### src/rtl/core/pbbw_pkg.sv
package pbbw_pkg;

  // Widths of the stream payloads.
  localparam int S_TDATA_W = 64;
  localparam int M_TDATA_W = 24;
  localparam int ADDR_W    = 10;

  // Depth of the queue between the classifier and the write sequencer.
  localparam int QUEUE_DEPTH = 4;
  localparam int QPTR_W      = $clog2(QUEUE_DEPTH);

  // One classified bitmap byte: up to two OR-writes into the framebuffer.
  typedef struct packed {
    logic [7:0] col;
    logic [4:0] page0;
    logic [7:0] bits0;
    logic       valid0;
    logic [4:0] page1;
    logic [7:0] bits1;
    logic       valid1;
  } write_pair_t;

endpackage

### src/rtl/core/pbbw_front.sv
module pbbw_front #(
  parameter int FRAME_COLUMNS = 128,
  parameter int FRAME_ROWS    = 64
) (
  input  logic                          clk,
  input  logic                          rst,
  input  logic                          s_tvalid,
  output logic                          s_tready,
  input  logic [pbbw_pkg::S_TDATA_W-1:0] s_tdata,
  input  logic                          s_tuser,
  input  logic                          cfg_we,
  input  logic [7:0]                    cfg_wdata,
  output logic                          fq_valid,
  output pbbw_pkg::write_pair_t         fq_entry,
  input  logic                          q_ready
);
  import pbbw_pkg::*;

  logic [7:0] anim_offset;
  logic [7:0] pos_x, pos_y, bmp_width, bmp_height, win_shift, col_index, pix;
  logic [4:0] band;
  logic [7:0] yy, y, top_row, bot_row, end_row, col, d_top, d_bot, mask, bits;
  logic [2:0] shift;
  logic       in_range, col_ok, win_on, skip, top_ok, bot_ok, keep;
  write_pair_t entry;

  // Animation offset register.
  always_ff @(posedge clk) begin
    if (rst) begin
      anim_offset <= 8'd0;
    end else if (cfg_we) begin
      anim_offset <= cfg_wdata;
    end
  end

  // Unpack the input transaction.
  assign pos_x      = s_tdata[7:0];
  assign pos_y      = s_tdata[15:8];
  assign bmp_width  = s_tdata[23:16];
  assign bmp_height = s_tdata[31:24];
  assign win_shift  = s_tdata[39:32];
  assign band       = s_tdata[44:40];
  assign col_index  = s_tdata[52:45];
  assign pix        = s_tdata[60:53];

  // Geometry, all byte coordinates wrap at 256.
  always_comb begin
    in_range = (band < bmp_height[7:3]) && (col_index < bmp_width);
    yy       = pos_y + anim_offset;
    y        = yy - win_shift;
    top_row  = {band, 3'b000} + y;
    bot_row  = top_row + 8'd8;
    end_row  = yy + bmp_height;
    shift    = y[2:0];
    col      = col_index + pos_x;
    col_ok   = {1'b0, col} < 9'(FRAME_COLUMNS);
    win_on   = win_shift != 8'd0;
    skip     = win_on && ((bot_row < yy) || ({1'b0, bot_row} > 9'(FRAME_ROWS)) ||
                          (top_row > end_row));
    top_ok   = {1'b0, top_row} < 9'(FRAME_ROWS);
    bot_ok   = {1'b0, bot_row} < 9'(FRAME_ROWS);
  end

  // Edge mask against the window; shifts of eight or more clear the mask.
  always_comb begin
    d_top = yy - top_row;
    d_bot = bot_row - end_row;
    mask  = 8'hFF;
    if (win_on && (top_row < yy)) begin
      mask = 8'hFF << d_top;
    end else if (win_on && (bot_row > end_row)) begin
      mask = 8'hFF >> d_bot;
    end
    bits = (s_tuser ? ~pix : pix) & mask;
  end

  // Split the byte across pages when the row is not page aligned.
  always_comb begin
    entry.col    = col;
    entry.page0  = top_row[7:3];
    entry.bits0  = bits << shift;
    entry.valid0 = top_ok;
    entry.page1  = bot_row[7:3];
    entry.bits1  = bits >> (4'd8 - {1'b0, shift});
    entry.valid1 = bot_ok && !((shift == 3'd0) && top_ok);
    keep         = in_range && col_ok && !skip && (entry.valid0 || entry.valid1);
  end

  assign s_tready = !fq_valid || q_ready;

  // Stage register in front of the queue; items with no writes are dropped here.
  always_ff @(posedge clk) begin
    if (rst) begin
      fq_valid <= 1'b0;
    end else if (s_tready) begin
      fq_valid <= s_tvalid && keep;
    end
  end

  always_ff @(posedge clk) begin
    if (s_tready && s_tvalid) begin
      fq_entry <= entry;
    end
  end

endmodule

### src/rtl/core/pbbw_queue.sv
module pbbw_queue (
  input  logic                  clk,
  input  logic                  rst,
  input  logic                  in_valid,
  output logic                  in_ready,
  input  pbbw_pkg::write_pair_t in_entry,
  output logic                  out_valid,
  output pbbw_pkg::write_pair_t out_entry,
  input  logic                  out_pop
);
  import pbbw_pkg::*;

  write_pair_t           mem [QUEUE_DEPTH];
  logic [QPTR_W-1:0]     wr_ptr, rd_ptr;
  logic [QPTR_W:0]       count;
  logic                  push, pop;

  assign in_ready  = count != (QPTR_W+1)'(QUEUE_DEPTH);
  assign out_valid = count != '0;
  assign out_entry = mem[rd_ptr];
  assign push      = in_valid && in_ready;
  assign pop       = out_pop && out_valid;

  // Pointers and fill count.
  always_ff @(posedge clk) begin
    if (rst) begin
      wr_ptr <= '0;
      rd_ptr <= '0;
      count  <= '0;
    end else begin
      if (push) begin
        wr_ptr <= wr_ptr + 1'b1;
      end
      if (pop) begin
        rd_ptr <= rd_ptr + 1'b1;
      end
      if (push && !pop) begin
        count <= count + 1'b1;
      end else if (pop && !push) begin
        count <= count - 1'b1;
      end
    end
  end

  // Entry storage.
  always_ff @(posedge clk) begin
    if (push) begin
      mem[wr_ptr] <= in_entry;
    end
  end

endmodule

### src/rtl/core/pbbw_back.sv
module pbbw_back #(
  parameter int FRAME_COLUMNS = 128
) (
  input  logic                           clk,
  input  logic                           rst,
  input  logic                           q_valid,
  input  pbbw_pkg::write_pair_t          q_entry,
  output logic                           q_pop,
  output logic                           m_tvalid,
  input  logic                           m_tready,
  output logic [pbbw_pkg::M_TDATA_W-1:0] m_tdata,
  output logic                           m_tlast
);
  import pbbw_pkg::*;

  localparam int PROD_W = 14;

  logic              second;
  logic              second_next;
  logic              load, emit, last_sel;
  logic [4:0]        page_sel;
  logic [7:0]        bits_sel;
  logic [PROD_W-1:0] addr_full;
  logic [ADDR_W-1:0] write_address;
  logic [7:0]        or_bits;

  assign load = !m_tvalid || m_tready;

  // Pick the next write of the head entry.
  always_comb begin
    emit        = 1'b0;
    q_pop       = 1'b0;
    second_next = second;
    page_sel    = q_entry.page1;
    bits_sel    = q_entry.bits1;
    last_sel    = 1'b1;
    if (q_valid && load) begin
      emit = 1'b1;
      if (!second && q_entry.valid0) begin
        page_sel = q_entry.page0;
        bits_sel = q_entry.bits0;
        last_sel = !q_entry.valid1;
        if (q_entry.valid1) begin
          second_next = 1'b1;
        end else begin
          q_pop = 1'b1;
        end
      end else begin
        q_pop       = 1'b1;
        second_next = 1'b0;
      end
    end
  end

  assign addr_full = PROD_W'(page_sel) * PROD_W'(FRAME_COLUMNS) + PROD_W'(q_entry.col);

  always_ff @(posedge clk) begin
    if (rst) begin
      second   <= 1'b0;
      m_tvalid <= 1'b0;
    end else begin
      second <= second_next;
      if (load) begin
        m_tvalid <= emit;
      end
    end
  end

  // Output register.
  always_ff @(posedge clk) begin
    if (load && emit) begin
      write_address <= addr_full[ADDR_W-1:0];
      or_bits       <= bits_sel;
      m_tlast       <= last_sel;
    end
  end

  assign m_tdata = {6'd0, or_bits, write_address};

endmodule

### src/rtl/core/page_bitmap_blit_writer.sv
// Page framebuffer bitmap blit writer. Each input transaction carries one
// byte of a page-organized monochrome bitmap (eight vertical pixels) with its
// band, column and the blit geometry; the block answers with zero, one or two
// OR-writes into a page framebuffer, each a byte address and eight bits, the
// final one flagged by m_tlast. A new input is taken every cycle while the
// queue has room; the output gives one write per cycle while m_tready is
// high, so a byte split across two pages takes two writes and the input
// rate then follows from the output port. Inputs pass through the classifier
// stage, queue and output register. The user must write anim_offset through
// cfg_we/cfg_wdata only while no transactions are in flight; unenforced.
module page_bitmap_blit_writer #(
  parameter int FRAME_COLUMNS = 128,
  parameter int FRAME_ROWS    = 64
) (
  input  logic                           clk,
  input  logic                           rst,
  input  logic                           cfg_we,
  input  logic [7:0]                     cfg_wdata,
  input  logic                           s_tvalid,
  output logic                           s_tready,
  // pos_x, pos_y, bitmap_width, bitmap_height, window_shift, band_index,
  // column_index, pixel_byte, zero fill
  input  logic [pbbw_pkg::S_TDATA_W-1:0] s_tdata,
  // invert_pixels
  input  logic                           s_tuser,
  output logic                           m_tvalid,
  input  logic                           m_tready,
  // write_address, or_bits, zero fill
  output logic [pbbw_pkg::M_TDATA_W-1:0] m_tdata,
  // last_of_run
  output logic                           m_tlast
);
  import pbbw_pkg::*;

  logic        fq_valid, q_ready, q_valid, q_pop;
  write_pair_t fq_entry, q_entry;

  // Classifier: geometry, clipping and masking.
  pbbw_front #(
    .FRAME_COLUMNS(FRAME_COLUMNS),
    .FRAME_ROWS   (FRAME_ROWS)
  ) u_front (
    .clk      (clk),
    .rst      (rst),
    .s_tvalid (s_tvalid),
    .s_tready (s_tready),
    .s_tdata  (s_tdata),
    .s_tuser  (s_tuser),
    .cfg_we   (cfg_we),
    .cfg_wdata(cfg_wdata),
    .fq_valid (fq_valid),
    .fq_entry (fq_entry),
    .q_ready  (q_ready)
  );

  // Queue between classifier and write sequencer.
  pbbw_queue u_queue (
    .clk      (clk),
    .rst      (rst),
    .in_valid (fq_valid),
    .in_ready (q_ready),
    .in_entry (fq_entry),
    .out_valid(q_valid),
    .out_entry(q_entry),
    .out_pop  (q_pop)
  );

  // Write sequencer and output register.
  pbbw_back #(
    .FRAME_COLUMNS(FRAME_COLUMNS)
  ) u_back (
    .clk     (clk),
    .rst     (rst),
    .q_valid (q_valid),
    .q_entry (q_entry),
    .q_pop   (q_pop),
    .m_tvalid(m_tvalid),
    .m_tready(m_tready),
    .m_tdata (m_tdata),
    .m_tlast (m_tlast)
  );

  // Only items with at least one write enter the queue.
  assert property (@(posedge clk) disable iff (rst)
    fq_valid |-> (fq_entry.valid0 || fq_entry.valid1))
    else $error("queued item carries no write");

  // The second write of a split byte follows right after the first is taken.
  assert property (@(posedge clk) disable iff (rst)
    (m_tvalid && m_tready && !m_tlast) |=> m_tvalid)
    else $error("second write of a pair did not follow");

  // A classified item waiting for queue space is held unchanged.
  assert property (@(posedge clk) disable iff (rst)
    (fq_valid && !q_ready) |=> (fq_valid && $stable(fq_entry)))
    else $error("classified item changed while stalled");

  // The input stalls only while the classifier stage holds an item.
  assert property (@(posedge clk) disable iff (rst)
    !s_tready |-> fq_valid)
    else $error("input stalled with empty classifier stage");

endmodule
### config.mk
export PLATFORM = sky130hd
export DESIGN_NAME = page_bitmap_blit_writer
export DESIGN_NICKNAME = d
export VERILOG_FILES = /design/src/rtl/core/pbbw_pkg.sv /design/src/rtl/core/pbbw_front.sv /design/src/rtl/core/pbbw_queue.sv /design/src/rtl/core/pbbw_back.sv /design/src/rtl/core/page_bitmap_blit_writer.sv
export SDC_FILE = /design/constraint.sdc
export NUM_CORES = 1
export LEC_CHECK = 0
export BUFFER_PORTS_ARGS = -buffer_cell sky130_fd_sc_hd__buf_2
export CAP_MARGIN = 25
export CORE_MARGIN = 1.5
export CORE_UTILIZATION = 39
export CTS_CLUSTER_SIZE = 24
export DETAILED_ROUTE_END_ITERATION = 8
export GPL_TIMING_DRIVEN = 1
export PLACE_DENSITY = 0.62
export SLEW_MARGIN = 5
export SYNTH_ARGS = -nofsm -noshare
export SYNTH_HDL_FRONTEND = slang
export SYNTH_SLANG_ARGS = --single-unit
### constraint.sdc
create_clock -name clk -period 8.1 [get_ports clk]
set_input_delay 1.62 -clock clk [delete_from_list [all_inputs] [get_ports clk]]
set_output_delay 1.62 -clock clk [all_outputs]
set_load 0.03 [all_outputs]
==> metrics <==
CTS root buf=clkbuf_16; Async SR Flop Fraction=0%; input/output buffers=95; cell count after synthesis=807; Die Ht=168.3 um; Net Switching=1.934 mW; Hold Crit Start=u_back.m_tvalid$_SDFFE_PP0N_; num ports=105; vias in the first global route=6586; sw frac=41.54%; max_slew headroom=41.13%; htree depth=4; status=finished clean; first-pass GRT wire length=33620 um; Seq pwr share=31.2%; die width=168.3 um; synth unique cells=73; actual slew at the worst max-slew pin=0.8763 ns; Avg WL per Cell=16.23 um; initial antenna violation count=0; R2R cell count=26; antenna viol nets, final=0; global route overflow=0; Worst Hold End=u_back.m_tvalid$_SDFFE_PP0N_; final wirelength=20730 um; YS warnings=0; Initial Util=39.67%; maximum clock rate=134.0 MHz; CP required=8.26 ns; clock power share=18.1%; PwrDens=380.6 nW/um2; Final Hold Vio Count=0; Sum Neg Setup Slack=0 ns; Setup CP Type=input pin to register; Top FF cell, synth=edfxtp_1; Antenna diodes=0; crit start category=input pin; CP Data Arrival Time=7.63 ns; Pre-antenna DRT Iters=5; sequential fraction of the synthesis area=54.17%; Int Pwr=2.721 mW; Setup crit start=s_tdata[8]; syn_area_per_cell=13.21 um2; worst vdd ir=0.1833 mV; reg2reg setup slack=1.61 ns; RSZ-0062 raised after global routing=no; row cnt=60; Logic pwr share=50.6%; via count=6568; R2R Path End=u_front.fq_entry[21]$_DFFE_PP_; # Max-Cap Violations=0; DIE AREA=28340 um2; largest net degree at the start of global routing=34; Synth Register Bits=199; static leakage=4.761 nW; EDFF count, synth=179; fin. max-slew vios=0; layout cells sized above 1=22.01%; Worst-Skew Late Latency=0.44 ns; Setup crit end kind=register; Final HPWL DP=15270 um; CTS tree=done; P&R area growth vs syn=14.73%; R2R Path Start=u_front.anim_offset[0]$_SDFFE_PP0P_; Final Critical Period=7.465 ns; violation count after the first detailed-route iteration=300; fillers=2512; drt via density=5.143; synthesized area=10660 um2; clk slew on worst S/H paths=0.08 ns; Sink Count=199; hold crit path type=register to register; Worst Hold Depth=2; Inserted Clock Buffers=17; Clock Skew=0.01654 ns; setup bufs post-CTS=0; # setup viols final=0; gr usage total=15.30%; # DRC=0; CORE AREA=26880 um2; clk buf depth=2; CTS resizes=0; gpl congestion=0.8568; hold buffers post-CTS=0; NumNets Final=1091; final hold slack=0.4773 ns; final worst-path cycle share=92.16%; CP Max Fanout=6
[flip-flops by register name (all words and copies together) (netlist names), named ones only]
name,flops
u_queue.mem,128
u_front.fq_entry,32
u_back.write_address,10
u_back.or_bits,8
u_front.anim_offset,8
u_queue.count,3
u_queue.rd_ptr,2
u_queue.wr_ptr,2
u_back.m_tlast,1
u_back.m_tvalid,1
u_back.second,1
u_front.fq_valid,1
[per-layer routing]
metal,vias to the layer above,GRT usage (%),routed length (um)
met5,-,0,0
met4,0,4.658,273
met3,20,2.797,792
met2,137,26.09,10060
met1,3154,19.87,9606
li1,3257,-,-
[synth_stat cells, types with 9 or more instances]
cell | count | area share (%)
a21o_1 | 14 | 0.99
a21oi_1 | 48 | 2.3
and2_1 | 12 | 0.70
clkbuf_1 | 11 | 0.39
dfxtp_1 | 20 | 3.8
edfxtp_1 | 179 | 50
ha_1 | 82 | 9.6
inv_1 | 66 | 2.3
mux2_2 | 11 | 1.2
mux2i_1 | 13 | 1.2
mux4_2 | 32 | 6.8
nand2_1 | 28 | 0.99
nand3_1 | 23 | 1.1
nor2_1 | 44 | 1.5
nor2b_1 | 9 | 0.53
nor3_1 | 15 | 0.70
o21ai_0 | 21 | 0.99
xnor2_1 | 32 | 2.6
xor2_1 | 20 | 1.6
[placed cells by master (no fill, tap or decap), drive strengths merged, types with 9 or more instances in the layout]
master / instances
mux2: 12
dfxtp: 20
a21oi: 50
mux4: 32
xnor2: 33
mux2i: 13
edfxtp: 179
xor2: 21
and2: 13
buf: 116
nand2: 28
nor2: 44
ha: 82
clkbuf: 18
o21ai: 22
inv: 73
a21o: 14
nor2b: 9
nand3: 23
nor3: 17
[final cells by class]
type                       instances  area [um2]  share of cell area [%]
sequential                       199        5776                   47.22
tap                              341       426.7                   3.488
multi-input combinational        522        4533                   37.06
clock inverter                    14       182.7                   1.493
timing repair buffer             116       633.1                   5.176
clock buffer                      18       429.2                   3.509
inverter                          67       251.5                   2.056
[critical path, cell delays in order]
cell and delay, ns:
buf_2 0.10, ha_1 0.21, fa_1 0.47, ha_1 0.29, nor2b_1 0.12, o21ai_0 0.28, a21boi_0 0.17, o21ai_0 0.22
nor2b_1 0.19, xnor2_1 0.17, ha_1 0.28, a21o_1 0.18, a21oi_1 0.17, xnor2_1 0.10, xnor2_1 0.24, xor2_2 0.28
xnor2_1 0.16, ha_1 0.40, o21ai_0 0.12, a22oi_1 0.15, o311ai_0 0.20, a21oi_1 0.44, o41ai_1 0.19, nand2_1 0.22
nor2_1 0.07, a2111oi_0 0.46, a221oi_1 0.11
[cells by family (layout without fill, tap and decap cells)]
logic type / after synthesis / after routing / synth area share [%]
other: 1 / 6 / 0.03517
buffers and inverters: 91 / 215 / 3.521
XOR/XNOR: 54 / 54 / 4.683
AND/OR/NAND/NOR: 166 / 166 / 7.863
AO/OA/AOI/OAI: 149 / 149 / 9.318
adder cells (fa/ha/maj): 90 / 90 / 11.13
flip-flops: 199 / 199 / 54.17
multiplexers: 57 / 57 / 9.283
[through the flow]
| stage | worst slack, ns | power (mW) | area, um2 | utilization (%) | std cells |
|---|---|---|---|---|---|
| finish | 0.6352 | 4.656 | 12230 | 45.51 | 1277 |
| global route | 0.09158 | 5.012 | 12230 | 45.51 | 1277 |
| CTS | 0.6408 | 4.675 | 12230 | 45.51 | 1277 |
| detailed placement | 0.1988 | 3.821 | 11620 | 43.24 | 1245 |
| global placement | 0.2745 | 3.789 | 11620 | 43.24 | 1245 |
| floorplan | 1.032 | 3.216 | 10680 | - | 812 |
[power groups by stage]
stage / Clock [mW] / Combinational, mW / Sequential [mW]
4_1_cts: 0.867 / 2.35 / 1.46
3_5_place_dp: 0 / 2.34 / 1.48
5_1_grt: 0.903 / 2.63 / 1.48
2_1_floorplan: 0 / 1.66 / 1.55
6_report: 0.845 / 2.36 / 1.45
3_3_place_gp: 0 / 2.31 / 1.48
[how the worst max path moves through the flow]
| stage | cells past startpoint | slack [ns] | to |
|---|---|---|---|
| floorplan | 26 | 1.03 | u_front.fq_entry[22]$_DFFE_PP_ |
| global placement | 27 | 0.27 | u_front.fq_entry[21]$_DFFE_PP_ |
| detailed placement | 27 | 0.20 | u_front.fq_entry[21]$_DFFE_PP_ |
| CTS | 26 | 0.64 | u_front.fq_entry[21]$_DFFE_PP_ |
| global route | 26 | 0.09 | u_front.fq_entry[21]$_DFFE_PP_ |
| finish | 27 | 0.64 | u_front.fq_entry[21]$_DFFE_PP_ |
(Power assumes the default switching activity.)
